<file path="src/rtl/peer_capability_payload_parser_macros.svh">
// Assertion macros for the peer capability payload parser.
// Used by the top level only; the macros expect i_clk and i_rst_n in scope.
`ifndef PEER_CAPABILITY_PAYLOAD_PARSER_MACROS_SVH
`define PEER_CAPABILITY_PAYLOAD_PARSER_MACROS_SVH
`ifndef SYNTHESIS
`define PCPP_ASSERT_SAME(lbl, ante, cons, msg) \
    lbl: assert property (@(posedge i_clk) disable iff (!i_rst_n) (ante) |-> (cons)) \
        else $error(msg);
`define PCPP_ASSERT_NEXT(lbl, ante, cons, msg) \
    lbl: assert property (@(posedge i_clk) disable iff (!i_rst_n) (ante) |=> (cons)) \
        else $error(msg);
`else
`define PCPP_ASSERT_SAME(lbl, ante, cons, msg)
`define PCPP_ASSERT_NEXT(lbl, ante, cons, msg)
`endif
`endif

</file>
<file path="src/rtl/pcpp_pkg.sv">
// Shared types and constants of the peer capability payload parser.
// No dependencies; all other design files but the RAM and the macros header refer to it by scoped names.
package pcpp_pkg;

    localparam int MAX_VERSIONS = 8;
    localparam int QUEUE_DEPTH  = 2;
    // Wide enough for a stored count over the whole parameter range.
    localparam int JOB_CNT_W    = 7;

    localparam logic OP_PAYLOAD  = 1'b0;
    localparam logic OP_SALT     = 1'b1;

    localparam logic KIND_REPORT = 1'b0;
    localparam logic KIND_SALT   = 1'b1;

    localparam logic [1:0] ST_OK          = 2'd0;
    localparam logic [1:0] ST_MALFORMED   = 2'd1;
    localparam logic [1:0] ST_NO_VERSIONS = 2'd2;

    // One job handed from the parser to the output sequencer.
    typedef struct packed {
        logic                 kind;
        logic [1:0]           status;
        logic [15:0]          channel;
        logic [7:0]           feature;
        logic [JOB_CNT_W-1:0] count;
        logic [15:0]          sel;
    } t_job;

    typedef struct packed {
        logic salt_active;
        logic salt_done;
    } t_back_status;

endpackage

</file>
<file path="src/rtl/peer_capability_payload_parser.sv">
// Top level of the peer capability payload parser: front end, job queue,
// version store and back end. Depends on pcpp_pkg and the macros header.
//
//  channel  dir  tdata                            tuser        tlast
//  s_axis   in   data_byte, selected_version      operation    end_of_payload
//  m_axis   out  status, channel_number,          result_kind  last_result
//                feature_bits, version_count, salt_byte
//
// A payload's report passes through the job queue and then the output register.
// A salt request with n > 0 stored versions produces 2n+2 bytes, one per cycle
// while the sink is ready; the versions come through the back end's single store
// read port. Input is held off from the salt request until its last byte is
// loaded. Reset is synchronous and needs no clearing pass; sink stalls fill the
// output register and then the queue before input stalls.
`include "peer_capability_payload_parser_macros.svh"

module peer_capability_payload_parser #(
    parameter int MAX_VERSIONS = pcpp_pkg::MAX_VERSIONS
) (
    input  logic        i_clk,
    input  logic        i_rst_n,
    input  logic        i_s_tvalid,
    output logic        o_s_tready,
    // [7:0] data_byte, [23:8] selected_version
    input  logic [23:0] i_s_tdata,
    // [0] operation
    input  logic        i_s_tuser,
    input  logic        i_s_tlast,
    output logic        o_m_tvalid,
    input  logic        i_m_tready,
    // [1:0] status, [17:2] channel_number, [25:18] feature_bits,
    // [29:26] version_count, [37:30] salt_byte, [39:38] zero
    output logic [39:0] o_m_tdata,
    // [0] result_kind
    output logic        o_m_tuser,
    output logic        o_m_tlast
);

    localparam int IDX_W = (MAX_VERSIONS > 1) ? $clog2(MAX_VERSIONS) : 1;

    pcpp_pkg::t_job         push_job, head_job;
    pcpp_pkg::t_back_status back_st;
    logic                   q_push, q_full, q_pop, q_valid;
    logic                   ram_we, ram_re;
    logic [IDX_W-1:0]       ram_waddr, ram_raddr;
    logic [15:0]            ram_wdata, ram_rdata;
    logic [1:0]             res_status;
    logic [15:0]            res_chan;
    logic [7:0]             res_feat, res_salt;
    logic [3:0]             res_cnt;

    pcpp_front #(.MAX_VERSIONS(MAX_VERSIONS)) u_front (
        .i_clk   (i_clk),
        .i_rst_n (i_rst_n),
        .i_valid (i_s_tvalid),
        .o_ready (o_s_tready),
        .i_op    (i_s_tuser),
        .i_byte  (i_s_tdata[7:0]),
        .i_eop   (i_s_tlast),
        .i_sel   (i_s_tdata[23:8]),
        .o_push  (q_push),
        .o_job   (push_job),
        .i_full  (q_full),
        .o_we    (ram_we),
        .o_waddr (ram_waddr),
        .o_wdata (ram_wdata),
        .i_back  (back_st)
    );

    pcpp_queue #(.DEPTH(pcpp_pkg::QUEUE_DEPTH)) u_queue (
        .i_clk   (i_clk),
        .i_rst_n (i_rst_n),
        .i_push  (q_push),
        .i_job   (push_job),
        .o_full  (q_full),
        .i_pop   (q_pop),
        .o_valid (q_valid),
        .o_job   (head_job)
    );

    pcpp_ram #(.WIDTH(16), .DEPTH(MAX_VERSIONS)) u_store (
        .i_clk   (i_clk),
        .i_we    (ram_we),
        .i_waddr (ram_waddr),
        .i_wdata (ram_wdata),
        .i_re    (ram_re),
        .i_raddr (ram_raddr),
        .o_rdata (ram_rdata)
    );

    pcpp_back #(.MAX_VERSIONS(MAX_VERSIONS)) u_back (
        .i_clk        (i_clk),
        .i_rst_n      (i_rst_n),
        .i_job_valid  (q_valid),
        .i_job        (head_job),
        .o_pop        (q_pop),
        .o_re         (ram_re),
        .o_raddr      (ram_raddr),
        .i_rdata      (ram_rdata),
        .o_status     (back_st),
        .o_valid      (o_m_tvalid),
        .i_ready      (i_m_tready),
        .o_kind       (o_m_tuser),
        .o_res_status (res_status),
        .o_channel    (res_chan),
        .o_feature    (res_feat),
        .o_count      (res_cnt),
        .o_salt       (res_salt),
        .o_last       (o_m_tlast)
    );

    assign o_m_tdata = {2'b00, res_salt, res_cnt, res_feat, res_chan, res_status};

    `PCPP_ASSERT_SAME(a_no_push_when_full, q_push, !q_full, "job pushed into a full queue")
    `PCPP_ASSERT_SAME(a_store_quiet_in_salt, ram_we, !back_st.salt_active,
        "version store written while a salt is streamed")
    `PCPP_ASSERT_NEXT(a_salt_end_marked, back_st.salt_done, o_m_tvalid && o_m_tlast,
        "salt finished without a last byte on the output")

endmodule

</file>
<file path="src/rtl/pcpp_ram.sv">
// Generic single-write, single-read RAM with registered read data.
// No dependencies.
module pcpp_ram #(
    parameter int WIDTH = 16,
    parameter int DEPTH = 8
) (
    input  logic                                   i_clk,
    input  logic                                   i_we,
    input  logic [(DEPTH > 1 ? $clog2(DEPTH) : 1)-1:0] i_waddr,
    input  logic [WIDTH-1:0]                       i_wdata,
    input  logic                                   i_re,
    input  logic [(DEPTH > 1 ? $clog2(DEPTH) : 1)-1:0] i_raddr,
    output logic [WIDTH-1:0]                       o_rdata
);

    logic [WIDTH-1:0] r_mem [DEPTH];
    logic [WIDTH-1:0] r_rdata;

    always_ff @(posedge i_clk) begin
        if (i_we) begin
            r_mem[i_waddr] <= i_wdata;
        end
        if (i_re) begin
            r_rdata <= r_mem[i_raddr];
        end
    end

    assign o_rdata = r_rdata;

endmodule

</file>
<file path="src/rtl/pcpp_queue.sv">
// Short job queue between the parser and the output sequencer.
// Depends on pcpp_pkg for the job type.
module pcpp_queue #(
    parameter int DEPTH = pcpp_pkg::QUEUE_DEPTH
) (
    input  logic              i_clk,
    input  logic              i_rst_n,
    input  logic              i_push,
    input  pcpp_pkg::t_job    i_job,
    output logic              o_full,
    input  logic              i_pop,
    output logic              o_valid,
    output pcpp_pkg::t_job    o_job
);

    localparam int PW = (DEPTH > 1) ? $clog2(DEPTH) : 1;
    localparam int CW = $clog2(DEPTH + 1);

    pcpp_pkg::t_job r_mem [DEPTH];
    logic [PW-1:0]  r_wr_ptr, r_rd_ptr;
    logic [CW-1:0]  r_count;

    function automatic logic [PW-1:0] f_next(input logic [PW-1:0] p);
        if (p == PW'(DEPTH - 1)) begin
            return '0;
        end
        return p + PW'(1);
    endfunction

    always_ff @(posedge i_clk) begin
        if (!i_rst_n) begin
            r_wr_ptr <= '0;
            r_rd_ptr <= '0;
            r_count  <= '0;
        end else begin
            if (i_push) begin
                r_wr_ptr <= f_next(r_wr_ptr);
            end
            if (i_pop) begin
                r_rd_ptr <= f_next(r_rd_ptr);
            end
            if (i_push && !i_pop) begin
                r_count <= r_count + CW'(1);
            end else if (!i_push && i_pop) begin
                r_count <= r_count - CW'(1);
            end
        end
    end

    always_ff @(posedge i_clk) begin
        if (i_push) begin
            r_mem[r_wr_ptr] <= i_job;
        end
    end

    assign o_full  = (r_count == CW'(DEPTH));
    assign o_valid = (r_count != '0);
    assign o_job   = r_mem[r_rd_ptr];

endmodule

</file>
<file path="src/rtl/pcpp_front.sv">
// Front end: accepts input beats, walks the payload grammar, writes versions
// to the store and queues parse reports and salt jobs. Depends on pcpp_pkg.
module pcpp_front #(
    parameter int MAX_VERSIONS = pcpp_pkg::MAX_VERSIONS
) (
    input  logic                          i_clk,
    input  logic                          i_rst_n,
    input  logic                          i_valid,
    output logic                          o_ready,
    input  logic                          i_op,
    input  logic [7:0]                    i_byte,
    input  logic                          i_eop,
    input  logic [15:0]                   i_sel,
    output logic                          o_push,
    output pcpp_pkg::t_job                o_job,
    input  logic                          i_full,
    output logic                          o_we,
    output logic [(MAX_VERSIONS > 1 ? $clog2(MAX_VERSIONS) : 1)-1:0] o_waddr,
    output logic [15:0]                   o_wdata,
    input  pcpp_pkg::t_back_status        i_back
);

    localparam int IDX_W = (MAX_VERSIONS > 1) ? $clog2(MAX_VERSIONS) : 1;
    localparam int CNT_W = $clog2(MAX_VERSIONS + 1);
    localparam int JCW   = pcpp_pkg::JOB_CNT_W;

    typedef enum logic [5:0] {
        P_HEADER   = 6'b000001,
        P_LIST_LEN = 6'b000010,
        P_VERSIONS = 6'b000100,
        P_FEAT_LEN = 6'b001000,
        P_FEATURES = 6'b010000,
        P_DONE     = 6'b100000
    } t_phase;

    t_phase     r_phase, n_phase;
    logic [7:0] r_idx, n_idx;
    logic [15:0] r_hdr, n_hdr;
    logic [7:0] r_list, n_list;
    logic [7:0] r_flen, n_flen;
    logic [7:0] r_fval, n_fval;
    logic       r_err, n_err;
    logic [7:0] r_hi, n_hi;
    logic [CNT_W-1:0] r_stored, n_stored;
    logic       r_busy, n_busy;

    logic       accept;
    logic       ok;
    logic [8:0] idx_inc;

    // A salt job holds off all input until its last byte has been handed over,
    // so the version store cannot change under it.
    assign o_ready = !i_full && !r_busy;
    assign accept  = i_valid && o_ready;
    assign idx_inc = {1'b0, r_idx} + 9'd1;

    always_comb begin
        n_phase  = r_phase;
        n_idx    = r_idx;
        n_hdr    = r_hdr;
        n_list   = r_list;
        n_flen   = r_flen;
        n_fval   = r_fval;
        n_err    = r_err;
        n_hi     = r_hi;
        n_stored = r_stored;
        n_busy   = r_busy;
        o_push   = 1'b0;
        o_job    = '0;
        o_we     = 1'b0;
        o_waddr  = r_idx[IDX_W:1];
        o_wdata  = {r_hi, i_byte};
        ok       = 1'b0;

        if (i_back.salt_done) begin
            n_busy = 1'b0;
        end

        if (accept && i_op == pcpp_pkg::OP_PAYLOAD) begin
            if (r_phase == P_HEADER && r_idx == 8'd0) begin
                n_stored = '0;
            end
            if (!r_err) begin
                case (r_phase)
                    P_HEADER: begin
                        if (r_idx == 8'd0) begin
                            n_hdr = {8'h00, i_byte};
                            n_idx = 8'd1;
                        end else begin
                            n_hdr   = {r_hdr[7:0], i_byte};
                            n_idx   = 8'd0;
                            n_phase = P_LIST_LEN;
                        end
                    end
                    P_LIST_LEN: begin
                        n_list = i_byte;
                        if (i_byte[0] || ({1'b0, i_byte} > 9'(2 * MAX_VERSIONS))) begin
                            n_err = 1'b1;
                        end else begin
                            n_idx   = 8'd0;
                            n_phase = (i_byte == 8'd0) ? P_FEAT_LEN : P_VERSIONS;
                        end
                    end
                    P_VERSIONS: begin
                        // The high byte waits here; the word is written whole.
                        if (!r_idx[0]) begin
                            n_hi = i_byte;
                        end else begin
                            o_we = 1'b1;
                        end
                        if (idx_inc >= {1'b0, r_list}) begin
                            n_idx   = 8'd0;
                            n_phase = P_FEAT_LEN;
                        end else begin
                            n_idx = idx_inc[7:0];
                        end
                    end
                    P_FEAT_LEN: begin
                        n_flen = i_byte;
                        if (i_byte == 8'd0) begin
                            n_err = 1'b1;
                        end else begin
                            n_idx   = 8'd0;
                            n_phase = P_FEATURES;
                        end
                    end
                    P_FEATURES: begin
                        if (r_idx == 8'd0) begin
                            n_fval = i_byte;
                        end
                        n_idx = idx_inc[7:0];
                        if (idx_inc >= {1'b0, r_flen}) begin
                            n_phase = P_DONE;
                        end
                    end
                    default: begin
                    end
                endcase
            end
            if (i_eop) begin
                ok       = !n_err && (n_phase == P_DONE);
                n_stored = ok ? CNT_W'(n_list >> 1) : '0;
                o_push   = 1'b1;
                o_job.kind = pcpp_pkg::KIND_REPORT;
                if (ok) begin
                    o_job.status  = pcpp_pkg::ST_OK;
                    o_job.channel = n_hdr;
                    o_job.feature = n_fval;
                    o_job.count   = JCW'(n_stored);
                end else begin
                    o_job.status  = pcpp_pkg::ST_MALFORMED;
                end
                n_phase = P_HEADER;
                n_idx   = 8'd0;
                n_err   = 1'b0;
            end
        end else if (accept) begin
            o_push       = 1'b1;
            o_job.kind   = pcpp_pkg::KIND_SALT;
            o_job.status = (r_stored == '0) ? pcpp_pkg::ST_NO_VERSIONS : pcpp_pkg::ST_OK;
            o_job.count  = JCW'(r_stored);
            o_job.sel    = i_sel;
            n_busy       = 1'b1;
        end
    end

    always_ff @(posedge i_clk) begin
        if (!i_rst_n) begin
            r_phase  <= P_HEADER;
            r_idx    <= '0;
            r_hdr    <= '0;
            r_list   <= '0;
            r_flen   <= '0;
            r_fval   <= '0;
            r_err    <= 1'b0;
            r_stored <= '0;
            r_busy   <= 1'b0;
        end else begin
            r_phase  <= n_phase;
            r_idx    <= n_idx;
            r_hdr    <= n_hdr;
            r_list   <= n_list;
            r_flen   <= n_flen;
            r_fval   <= n_fval;
            r_err    <= n_err;
            r_stored <= n_stored;
            r_busy   <= n_busy;
        end
    end

    always_ff @(posedge i_clk) begin
        r_hi <= n_hi;
    end

endmodule

</file>
<file path="src/rtl/pcpp_back.sv">
// Back end: takes jobs from the queue, reads the version store and drives the
// output register with reports and salt bytes. Depends on pcpp_pkg.
module pcpp_back #(
    parameter int MAX_VERSIONS = pcpp_pkg::MAX_VERSIONS
) (
    input  logic                          i_clk,
    input  logic                          i_rst_n,
    input  logic                          i_job_valid,
    input  pcpp_pkg::t_job                i_job,
    output logic                          o_pop,
    output logic                          o_re,
    output logic [(MAX_VERSIONS > 1 ? $clog2(MAX_VERSIONS) : 1)-1:0] o_raddr,
    input  logic [15:0]                   i_rdata,
    output pcpp_pkg::t_back_status        o_status,
    output logic                          o_valid,
    input  logic                          i_ready,
    output logic                          o_kind,
    output logic [1:0]                    o_res_status,
    output logic [15:0]                   o_channel,
    output logic [7:0]                    o_feature,
    output logic [3:0]                    o_count,
    output logic [7:0]                    o_salt,
    output logic                          o_last
);

    localparam int IDX_W = (MAX_VERSIONS > 1) ? $clog2(MAX_VERSIONS) : 1;
    localparam int CNT_W = $clog2(MAX_VERSIONS + 1);

    typedef enum logic [4:0] {
        B_IDLE   = 5'b00001,
        B_HI     = 5'b00010,
        B_LO     = 5'b00100,
        B_SEL_HI = 5'b01000,
        B_SEL_LO = 5'b10000
    } t_bstate;

    t_bstate          r_state, n_state;
    logic [IDX_W-1:0] r_idx, n_idx;
    logic [CNT_W-1:0] r_n, n_n;
    logic [15:0]      r_sel, n_sel;
    logic [3:0]       r_cnt4, n_cnt4;

    logic        r_valid, n_valid;
    logic        r_kind, n_kind;
    logic [1:0]  r_st, n_st;
    logic [15:0] r_chan, n_chan;
    logic [7:0]  r_feat, n_feat;
    logic [3:0]  r_ocnt, n_ocnt;
    logic [7:0]  r_salt, n_salt;
    logic        r_last, n_last;

    logic out_free;
    logic more;
    logic done;

    assign out_free = !r_valid || i_ready;
    assign more     = ((CNT_W + 1)'(r_idx) + (CNT_W + 1)'(1)) < {1'b0, r_n};

    always_comb begin
        n_state = r_state;
        n_idx   = r_idx;
        n_n     = r_n;
        n_sel   = r_sel;
        n_cnt4  = r_cnt4;
        n_valid = r_valid && !i_ready;
        n_kind  = r_kind;
        n_st    = r_st;
        n_chan  = r_chan;
        n_feat  = r_feat;
        n_ocnt  = r_ocnt;
        n_salt  = r_salt;
        n_last  = r_last;
        o_pop   = 1'b0;
        o_re    = 1'b0;
        o_raddr = r_idx;
        done    = 1'b0;

        case (r_state)
            B_IDLE: begin
                if (i_job_valid && out_free) begin
                    o_pop = 1'b1;
                    if (i_job.kind == pcpp_pkg::KIND_REPORT ||
                        i_job.status == pcpp_pkg::ST_NO_VERSIONS) begin
                        n_valid = 1'b1;
                        n_kind  = i_job.kind;
                        n_st    = i_job.status;
                        n_chan  = i_job.channel;
                        n_feat  = i_job.feature;
                        n_ocnt  = i_job.count[3:0];
                        n_salt  = 8'd0;
                        n_last  = 1'b1;
                        done    = (i_job.kind == pcpp_pkg::KIND_SALT);
                    end else begin
                        o_re    = 1'b1;
                        o_raddr = '0;
                        n_idx   = '0;
                        n_n     = CNT_W'(i_job.count);
                        n_sel   = i_job.sel;
                        n_cnt4  = i_job.count[3:0];
                        n_state = B_HI;
                    end
                end
            end
            B_HI, B_LO, B_SEL_HI, B_SEL_LO: begin
                if (out_free) begin
                    n_valid = 1'b1;
                    n_kind  = pcpp_pkg::KIND_SALT;
                    n_st    = pcpp_pkg::ST_OK;
                    n_chan  = 16'd0;
                    n_feat  = 8'd0;
                    n_ocnt  = r_cnt4;
                    n_last  = 1'b0;
                    case (r_state)
                        B_HI: begin
                            n_salt  = i_rdata[15:8];
                            n_state = B_LO;
                        end
                        B_LO: begin
                            n_salt = i_rdata[7:0];
                            if (more) begin
                                // Fetch the next version while this version's low byte is sent.
                                o_re    = 1'b1;
                                o_raddr = r_idx + IDX_W'(1);
                                n_idx   = r_idx + IDX_W'(1);
                                n_state = B_HI;
                            end else begin
                                n_state = B_SEL_HI;
                            end
                        end
                        B_SEL_HI: begin
                            n_salt  = r_sel[15:8];
                            n_state = B_SEL_LO;
                        end
                        default: begin
                            n_salt  = r_sel[7:0];
                            n_last  = 1'b1;
                            done    = 1'b1;
                            n_state = B_IDLE;
                        end
                    endcase
                end
            end
            default: begin
                n_state = B_IDLE;
            end
        endcase
    end

    always_ff @(posedge i_clk) begin
        if (!i_rst_n) begin
            r_state <= B_IDLE;
            r_valid <= 1'b0;
        end else begin
            r_state <= n_state;
            r_valid <= n_valid;
        end
    end

    always_ff @(posedge i_clk) begin
        r_idx  <= n_idx;
        r_n    <= n_n;
        r_sel  <= n_sel;
        r_cnt4 <= n_cnt4;
        r_kind <= n_kind;
        r_st   <= n_st;
        r_chan <= n_chan;
        r_feat <= n_feat;
        r_ocnt <= n_ocnt;
        r_salt <= n_salt;
        r_last <= n_last;
    end

    assign o_status.salt_active = (r_state != B_IDLE);
    assign o_status.salt_done   = done;

    assign o_valid      = r_valid;
    assign o_kind       = r_kind;
    assign o_res_status = r_st;
    assign o_channel    = r_chan;
    assign o_feature    = r_feat;
    assign o_count      = r_ocnt;
    assign o_salt       = r_salt;
    assign o_last       = r_last;

endmodule

</file>
<file path="config.mk">
export PLATFORM = sky130hd
export DESIGN_NAME = peer_capability_payload_parser
export DESIGN_NICKNAME = d
export VERILOG_FILES = /design/src/rtl/pcpp_pkg.sv /design/src/rtl/peer_capability_payload_parser.sv /design/src/rtl/pcpp_ram.sv /design/src/rtl/pcpp_queue.sv /design/src/rtl/pcpp_front.sv /design/src/rtl/pcpp_back.sv
export VERILOG_INCLUDE_DIRS = /design/src /design/src/rtl
export SDC_FILE = /design/constraint.sdc
export NUM_CORES = 1
export LEC_CHECK = 0
export ABC_AREA = 1
export BUFFER_PORTS_ARGS = -buffer_cell sky130_fd_sc_hd__buf_2
export CAP_MARGIN = 25
export CORE_MARGIN = 8
export CORE_UTILIZATION = 66
export DETAILED_ROUTE_END_ITERATION = 12
export PLACE_DENSITY = 0.85
export SETUP_SLACK_MARGIN = 0.1
export SLEW_MARGIN = 30
export SYNTH_ARGS = -nofsm -noshare
export SYNTH_HDL_FRONTEND = slang
export SYNTH_SLANG_ARGS = --single-unit
</file>
<file path="constraint.sdc">
create_clock -name i_clk -period 10.65 [get_ports i_clk]
set_input_delay 2.13 -clock i_clk [delete_from_list [all_inputs] [get_ports i_clk]]
set_output_delay 2.13 -clock i_clk [all_outputs]
set_load 0.01 [all_outputs]
</file>
==> results.sh, run 1 <==
export IMPL_hold_end="u_front.r_flen[0]"
export IMPL_floorplan_die_area_um2=30150
export IMPL_antenna_found_initial=0
export IMPL_worst_setup_path_startpoint="i_m_tready"
export IMPL_grt_pass1_wl_um=58710
export IMPL_min_period_over_period=0.4779
export IMPL_status="finished clean"
export IMPL_postLayoutCoreUtil=0.7518
export IMPL_detail_placement_hpwl_um=23770
export IMPL_max_cap_violations=0
export IMPL_critPathMaxFanout=97
export IMPL_number_of_post_cts_setup_repair_buffers=0
export IMPL_timing_slew_headroom=0.3485
export IMPL_rsz0062_at_grt="no"
export IMPL_synthDistinctLibCells=49
export IMPL_synth_avg_cell_area_um2=10.26
export IMPL_path_delay_family="simple AND/OR/NAND/NOR gates"
export IMPL_drt_iter0_markers=1269
export IMPL_worst_ir_drop_on_vdd_uv=183.2
export IMPL_post_place_ws_ns=5.169
export IMPL_total_leakage_power_nw=7.225
export IMPL_worst_setup_path_start_kind="input pin"
export IMPL_drcViolationCount=0
export IMPL_ys_seq_area_frac=0.6505
export IMPL_worstPathCellList="buf_2, nor2_1, a21oi_1, inv_1, nor2_2, nand3_1, nand2_1, inv_2, nand2_4, nand2_4, nor2_1, o21ai_1, nand2_1, nand2_1"
export IMPL_postSynthRegisterBits=380
export IMPL_hold_path_cell_count=2
export IMPL_cts_made_buffers=38
export IMPL_report_final_slew_viol_count=0
export IMPL_core_region_area_um2=24390
export IMPL_finish_cell_count_without_fillers=2013
export IMPL_worstSkewPairLatency_ns=0.53
export IMPL_fmax_mhz=196.5
export IMPL_finalHoldWorstSlack_ns=0.4638
export IMPL_regToRegEndpoint="u_store.o_rdata[6]"
export IMPL_gp_weighted_congestion=0.8863
export IMPL_area_grow_syn2layout_pct=11.80
export IMPL_worst_clock_skew_ns=0.02509
export IMPL_crit_path_max_incr_delay_ns=0.73
export IMPL_antenna_violating_nets_left=0
export IMPL_initial_utilization=0.6725
export IMPL_grt_pass1_vias=11381
export IMPL_worst_r2r_path_depth=17
export IMPL_tritoncts="yes"
export IMPL_hold_viol=0
export IMPL_synth_warning_count=0
export IMPL_postRouteWirelength_um=37680
export IMPL_fin_worst_setup_slack_ns=5.560
export IMPL_synth_async_sr_flop_share=0
export IMPL_clock_root_buffer="sky130_fd_sc_hd__clkbuf_16"
export IMPL_detail_route_first_pass_iterations=8
export IMPL_die_width_um=173.6
export IMPL_synth_edf_count=306
export IMPL_synth_top_area_share=0.5602
export IMPL_cts_hold_repair_buffers=0
export IMPL_finalSetupViolations=0
export IMPL_groute_usage_overall=0.2439
export IMPL_library_cell_occupying_the_most_area_in_the_post_synthesis_netlist="sky130_fd_sc_hd__edfxtp_1"
export IMPL_post_route_cells_drive_above_1_share=0.1231
export IMPL_cp_required_ns=10.91
export IMPL_finalCriticalPeriod_ns=5.090
export IMPL_ctsHtreeMaxLevel=2
export IMPL_timing_hold_worst_class="flop to flop"
export IMPL_max_clock_path_buffers=3
export IMPL_tritoncts_num_sinks=380
export IMPL_numPortBuffers=71
export IMPL_drt_wirelength_per_cell_um=18.72
export IMPL_grt_remaining_overflow=0
export IMPL_timing_reg2reg_setup_slack_ns=5.67
export IMPL_routed_via_density=5.778
export IMPL_worstPathArrival_ns=5.35
export IMPL_num_nets_final=1713
export IMPL_post_synth_top_count_cell="sky130_fd_sc_hd__nand2_1"
export IMPL_place_detailed_instances=1943
export IMPL_combined_area_of_all_synthesized_cells_um2=16400
export IMPL_post_cts_resize_count=0
export IMPL_io_pins=74
export IMPL_critical_setup_path_kind="input pin to flop"
export IMPL_tightest_slew_ns=0.9741
export IMPL_num_rows=57
export IMPL_yosys_most_used_dff="sky130_fd_sc_hd__edfxtp_1"
export IMPL_crit_slowest_cell="sky130_fd_sc_hd__nand2_1"
export IMPL_antenna_cells=0
export IMPL_vias=11632
export IMPL_synth_top_cells_by_area="sky130_fd_sc_hd__edfxtp_1 (56%), sky130_fd_sc_hd__nand2_1 (10%), sky130_fd_sc_hd__dfxtp_1 (9.0%), sky130_fd_sc_hd__a21oi_1 (3.9%), sky130_fd_sc_hd__inv_1 (3.9%)"
export IMPL_critical_path_n_buffers_inverters=3
export IMPL_fp_dieH_um=173.6
export IMPL_power_per_cell_area_nw_per_um2=239.3
export IMPL_hold_wc_startpoint="u_front.r_flen[0]"
export IMPL_yosys_top_cells_count="sky130_fd_sc_hd__nand2_1 (444), sky130_fd_sc_hd__edfxtp_1 (306), sky130_fd_sc_hd__inv_1 (171), sky130_fd_sc_hd__a21oi_1 (129), sky130_fd_sc_hd__nor2_1 (99)"
export IMPL_crit_path_end_kind="flop"
export IMPL_maximum_number_of_pins_on_one_net_before_global_route_repair=98
export IMPL_sum_of_negative_setup_slack_ns=0
export IMPL_cts_reportedPaths_clkPinSlew_ns=0.06
export IMPL_cp_common_cell="sky130_fd_sc_hd__nand2_1"
export IMPL_netlist_instances=1599
==> worst max path at each step <==
stage	cells past startpoint	to	slack, ns
after global routing	17	u_store.o_rdata[6]	5.20
after floorplan	7	u_queue.r_mem[1][0]	5.46
final	14	u_store.o_rdata[6]	5.56
after detailed placement	15	u_store.o_rdata[4]	5.17
after CTS	15	u_store.o_rdata[11]	5.68
after global placement	15	u_store.o_rdata[15]	5.35
==> flip-flops by register name, indices dropped and copies added (netlist names), 5 cells and up, named ones only <==
| name | count |
|---|---|
| u_front.r_hdr | 16 |
| u_back.r_state | 5 |
| u_front.r_idx | 8 |
| u_back.o_feature | 8 |
| u_front.r_phase | 6 |
| u_store.r_mem | 128 |
| u_back.o_channel | 16 |
| u_queue.r_mem | 94 |
| u_front.r_list | 8 |
| u_back.o_salt | 8 |
| u_front.r_fval | 8 |
| u_store.o_rdata | 16 |
| u_front.r_flen | 8 |
| u_front.r_hi | 8 |
| u_back.r_sel | 16 |
==> per-stage QoR <==
step | total power [mW] | area (µm²)
finish | 4.388 | 18340
global route | 4.575 | 18340
CTS | 4.393 | 18320
detailed placement | 3.011 | 17010
global placement | 2.955 | 16990
floorplan | 2.687 | 16410
==> kinds of logic after synthesis <==
logic type	synth area share
AOI/OAI and AO/OA	0.07667
DFF	0.6505
buffers and inverters	0.06187
muxes	0.001221
xor gates and xnor gates	0.002136
other	0.0002286
adders and majority gates	0.01755
and+or+nand+nor	0.1898
==> per-layer routing <==
layer / GRT usage / wire, µm / up-vias
li1: - / - / 5462
met1: 0.2949 / 14160 / 5479
met2: 0.4157 / 18670 / 585
met3: 0.05315 / 3365 / 106
met4: 0.1076 / 1485 / 0
met5: 0 / 0 / -
==> layout make-up <==
class	count	area, µm²
Clock inverter	17	245.2
Sequential cell	380	10670
Fill cell	1501	6053
Inverter	182	684.4
Multi-Input combinational cell	974	4800
Tap cell	324	405.4
Timing Repair Buffer	84	467.9
Clock buffer	52	1065
==> worst min-delay path, cell delays in order, from the launching register on <==
cell	delay, ns
sky130_fd_sc_hd__dfxtp_1	0.32
sky130_fd_sc_hd__inv_1	0.05
sky130_fd_sc_hd__a21oi_1	0.05
==> report_power, final <==
group          internal [mW]  leakage, nW  switching (mW)  total [mW]
Sequential              1.91         3.43          0.0847        1.99
Clock                  0.849        0.636           0.542        1.39
Combinational          0.278         3.16           0.729        1.01
==> layout by cell type (no fill, tap or decap), types with 10 or more instances in the layout <==
cell / instances
sky130_fd_sc_hd__a21oi_1: 128
sky130_fd_sc_hd__buf_2: 71
sky130_fd_sc_hd__buf_4: 11
sky130_fd_sc_hd__clkbuf_16: 39
sky130_fd_sc_hd__dfxtp_1: 74
sky130_fd_sc_hd__edfxtp_1: 306
sky130_fd_sc_hd__ha_1: 23
sky130_fd_sc_hd__inv_1: 171
sky130_fd_sc_hd__inv_2: 10
sky130_fd_sc_hd__nand2_1: 444
sky130_fd_sc_hd__nand3_1: 63
sky130_fd_sc_hd__nand3b_1: 34
sky130_fd_sc_hd__nand4_1: 10
sky130_fd_sc_hd__nor2_1: 96
sky130_fd_sc_hd__nor2_2: 23
sky130_fd_sc_hd__o21ai_0: 55
sky130_fd_sc_hd__o21ai_1: 30
Note: power is estimated with default switching activity, not from simulation.
==> inputs of run 2 (changes only) <==
Settings changed: ABC_AREA 1 to 0, CORE_UTILIZATION 66 to 61, PLACE_DENSITY 0.85 to 0.79.
Clock period 10.65 ns to 4.7 ns, I/O delays scaled along.
==> results.sh, run 2 <==
export IMPL_io_pins=74
export IMPL_grt_remaining_overflow=0
export IMPL_antenna_violating_nets_left=0
export IMPL_yosys_top_cells_count="sky130_fd_sc_hd__edfxtp_1 (306), sky130_fd_sc_hd__mux2i_1 (116), sky130_fd_sc_hd__nand2_1 (85), sky130_fd_sc_hd__dfxtp_1 (74), sky130_fd_sc_hd__nor2_1 (52)"
export IMPL_layout_common_cells="sky130_fd_sc_hd__edfxtp_1 (306), sky130_fd_sc_hd__mux2i_1 (115), sky130_fd_sc_hd__nand2_1 (85)"
export IMPL_vias=9764
export IMPL_tightest_slew_ns=0.9897
export IMPL_post_synth_top_count_cell="sky130_fd_sc_hd__edfxtp_1"
export IMPL_ctsHtreeMaxLevel=2
export IMPL_postSynthRegisterBits=380
export IMPL_rsz0062_at_grt="no"
export IMPL_drcViolationCount=0
export IMPL_synth_async_sr_flop_share=0
export IMPL_worst_clock_skew_ns=0.02055
export IMPL_hold_viol=0
export IMPL_synthSimpleGateAreaFrac=0.1132
export IMPL_report_power_total_mw=8.164
export IMPL_synth_edf_count=306
export IMPL_timing_slew_headroom=0.3366
export IMPL_leading_cell_type_in_the_layout_fill_and_taps_excluded="sky130_fd_sc_hd__edfxtp_1"
export IMPL_cp_required_ns=5.00
export IMPL_tritoncts_num_sinks=380
export IMPL_top_regs="u_store.r_mem (128), u_queue.r_mem (94)"
export IMPL_combined_area_of_all_synthesized_cells_um2=16030
export IMPL_library_cell_occupying_the_most_area_in_the_post_synthesis_netlist="sky130_fd_sc_hd__edfxtp_1"
export IMPL_drt_wirelength_per_cell_um=20.77
export IMPL_total_leakage_power_nw=6.133
export IMPL_max_cap_violations=0
export IMPL_critical_setup_path_kind="flop to flop"
export IMPL_registers_top_by_ff_count="u_store.r_mem"
export IMPL_max_clock_path_buffers=3
export IMPL_crit_path_end_kind="flop"
export IMPL_detail_placement_hpwl_um=21440
export IMPL_num_rows=59
export IMPL_finalSetupViolations=0
export IMPL_floorplan_die_area_um2=31730
export IMPL_synthDistinctLibCells=64
export IMPL_drt_iter0_markers=974
export IMPL_clock_root_buffer="sky130_fd_sc_hd__clkbuf_16"
export IMPL_cts_hold_repair_buffers=0
export IMPL_power_per_cell_area_nw_per_um2=453.0
export IMPL_synth_warning_count=0
export IMPL_finalCriticalPeriod_ns=4.351
export IMPL_sum_of_negative_setup_slack_ns=0
export IMPL_worstSkewPairLatency_ns=0.52
export IMPL_initial_utilization=0.6188
export IMPL_yosys_mux_area_fraction=0.09067
export IMPL_synth_xor_area_frac=0.006555
export IMPL_area_grow_syn2layout_pct=12.40
export IMPL_synth_top_cells_by_area="sky130_fd_sc_hd__edfxtp_1 (57%), sky130_fd_sc_hd__dfxtp_1 (9.2%), sky130_fd_sc_hd__mux2i_1 (7.2%), sky130_fd_sc_hd__nand2_1 (2.0%), sky130_fd_sc_hd__mux2_2 (1.8%)"
export IMPL_synth_top_area_share=0.5731
export IMPL_gp_weighted_congestion=0.9192
export IMPL_cts_made_buffers=38
export IMPL_critPathMaxFanout=17
export IMPL_worstPathArrival_ns=4.65
export IMPL_min_period_over_period=0.9258
export IMPL_synth_compound_gate_area_share=0.08100
export IMPL_cts_reportedPaths_clkPinSlew_ns=0.06
export IMPL_report_final_slew_viol_count=0
export IMPL_post_cts_resize_count=0
export IMPL_yosys_most_used_dff="sky130_fd_sc_hd__edfxtp_1"
export IMPL_antenna_cells=0
export IMPL_grt_pass1_vias=9429
export IMPL_num_nets_final=1306
export IMPL_fp_dieH_um=178.1
export IMPL_core_region_area_um2=25910
export IMPL_groute_usage_overall=0.2114
export IMPL_numPortBuffers=71
export IMPL_netlist_instances=1176
export IMPL_routed_via_density=6.046
export IMPL_maximum_number_of_pins_on_one_net_before_global_route_repair=53
export IMPL_status="finished clean"
export IMPL_fmax_mhz=229.8
export IMPL_number_of_post_cts_setup_repair_buffers=0
export IMPL_tritoncts="yes"
export IMPL_worst_setup_path_start_kind="flop"
export IMPL_antenna_found_initial=0
export IMPL_worst_ir_drop_on_vdd_uv=423.4
export IMPL_footprint_of_the_multi_input_gates_um2=5030
export IMPL_grt_pass1_wl_um=52460
export IMPL_max_reg_flops=128
export IMPL_die_width_um=178.1
export IMPL_regArea_um2=10670
export IMPL_post_route_cells_drive_above_1_share=0.1813
export IMPL_ys_seq_area_frac=0.6655
export IMPL_synthAdderAreaFrac=0.01795
export IMPL_detail_route_first_pass_iterations=5
export IMPL_final_fill_count=1738
export IMPL_dominant_combinational_cell_family_by_area_after_synthesis="simple AND/OR/NAND/NOR gates"
export IMPL_synth_avg_cell_area_um2=13.63
export IMPL_postRouteWirelength_um=33540
export IMPL_timing_hold_worst_class="flop to flop"
==> run 2: cell types whose count changed in the layout (fill, tap and decap cells not counted), moves of 33 or more <==
cell / change
sky130_fd_sc_hd__nand2_1: -359
sky130_fd_sc_hd__inv_1: -143
sky130_fd_sc_hd__mux2i_1: +113
sky130_fd_sc_hd__a21oi_1: -108
sky130_fd_sc_hd__nor2_1: -45
sky130_fd_sc_hd__a21boi_0: +38
sky130_fd_sc_hd__o22ai_1: +34
sky130_fd_sc_hd__and3_1: +33
==> run 2: worst max-delay path: stages, from the launching register on <==
cell,delay [ns]
sky130_fd_sc_hd__dfxtp_1,0.54
sky130_fd_sc_hd__and3_1,0.27
sky130_fd_sc_hd__and3_1,0.21
sky130_fd_sc_hd__and3_1,0.18
sky130_fd_sc_hd__xor2_1,0.26
sky130_fd_sc_hd__ha_1,0.29
sky130_fd_sc_hd__and3_1,0.21
sky130_fd_sc_hd__nor2b_1,0.13
sky130_fd_sc_hd__or4_1,0.56
sky130_fd_sc_hd__nand3b_1,0.22
sky130_fd_sc_hd__a221oi_2,0.30
sky130_fd_sc_hd__nand4_2,0.39
sky130_fd_sc_hd__buf_12,0.30
sky130_fd_sc_hd__nor3_1,0.28
==> run 2: power by group <==
part	leakage (nW)	internal, mW	switching, mW
sequential	3.43	4.10	0.135
clock	0.565	1.62	1.20
combinational	2.14	0.398	0.708
total	6.13	6.12	2.05
==> run 2: path summary, 6_finish.rpt <==
kind,depth (start not counted),endpoint,slack (ns),startpoint
setup reg to reg,13,u_queue.r_mem[1][23],0.35,u_front.r_idx[2]
hold / removal,2,u_front.r_fval[0],0.46,u_front.r_fval[0]
hold reg to reg,2,u_front.r_fval[0],0.46,u_front.r_fval[0]
setup / recovery,13,u_queue.r_mem[1][23],0.35,u_front.r_idx[2]
==> run 2: routing by layer <==
metal | wire length [µm] | track usage | vias up
met1 | 14630 | 0.2912 | 4761
li1 | - | - | 4571
met4 | 514 | 0.05175 | 0
met2 | 16050 | 0.3478 | 380
met3 | 2346 | 0.03408 | 52
met5 | 0 | 0 | -
==> run 2: cell families after synthesis <==
logic type | Yosys count
XOR/XNOR | 12
flip-flops | 380
AND/OR/NAND/NOR | 336
AO/OA/AOI/OAI | 186
buffers and inverters | 96
adder cells (fa/ha/maj) | 23
multiplexers | 142
other | 1
==> run 2: final cells by class <==
cell class,count,share of cell area
clock inverter,20,0.008956
multi-input combinational,701,0.2791
timing repair buffer,104,0.03555
inverter,28,0.005832
sequential,380,0.5921
clock buffer,47,0.05519
tap,335,0.02326
==> run 2: stage by stage <==
stage	cell area [µm²]	setup WS (ns)	std cells	util	hold slack [ns]
final	18020	0.3489	1615	0.6955	0.4633
after CTS	18020	0.3806	1615	0.6954	0.4664
after detailed placement	16860	0.4083	1548	0.6507	0.4587
after global placement	16860	0.5584	1548	0.6506	0.4474
after floorplan	16040	0.4425	1177	-	0.4403
after global routing	18020	0.1174	1615	0.6955	0.4903
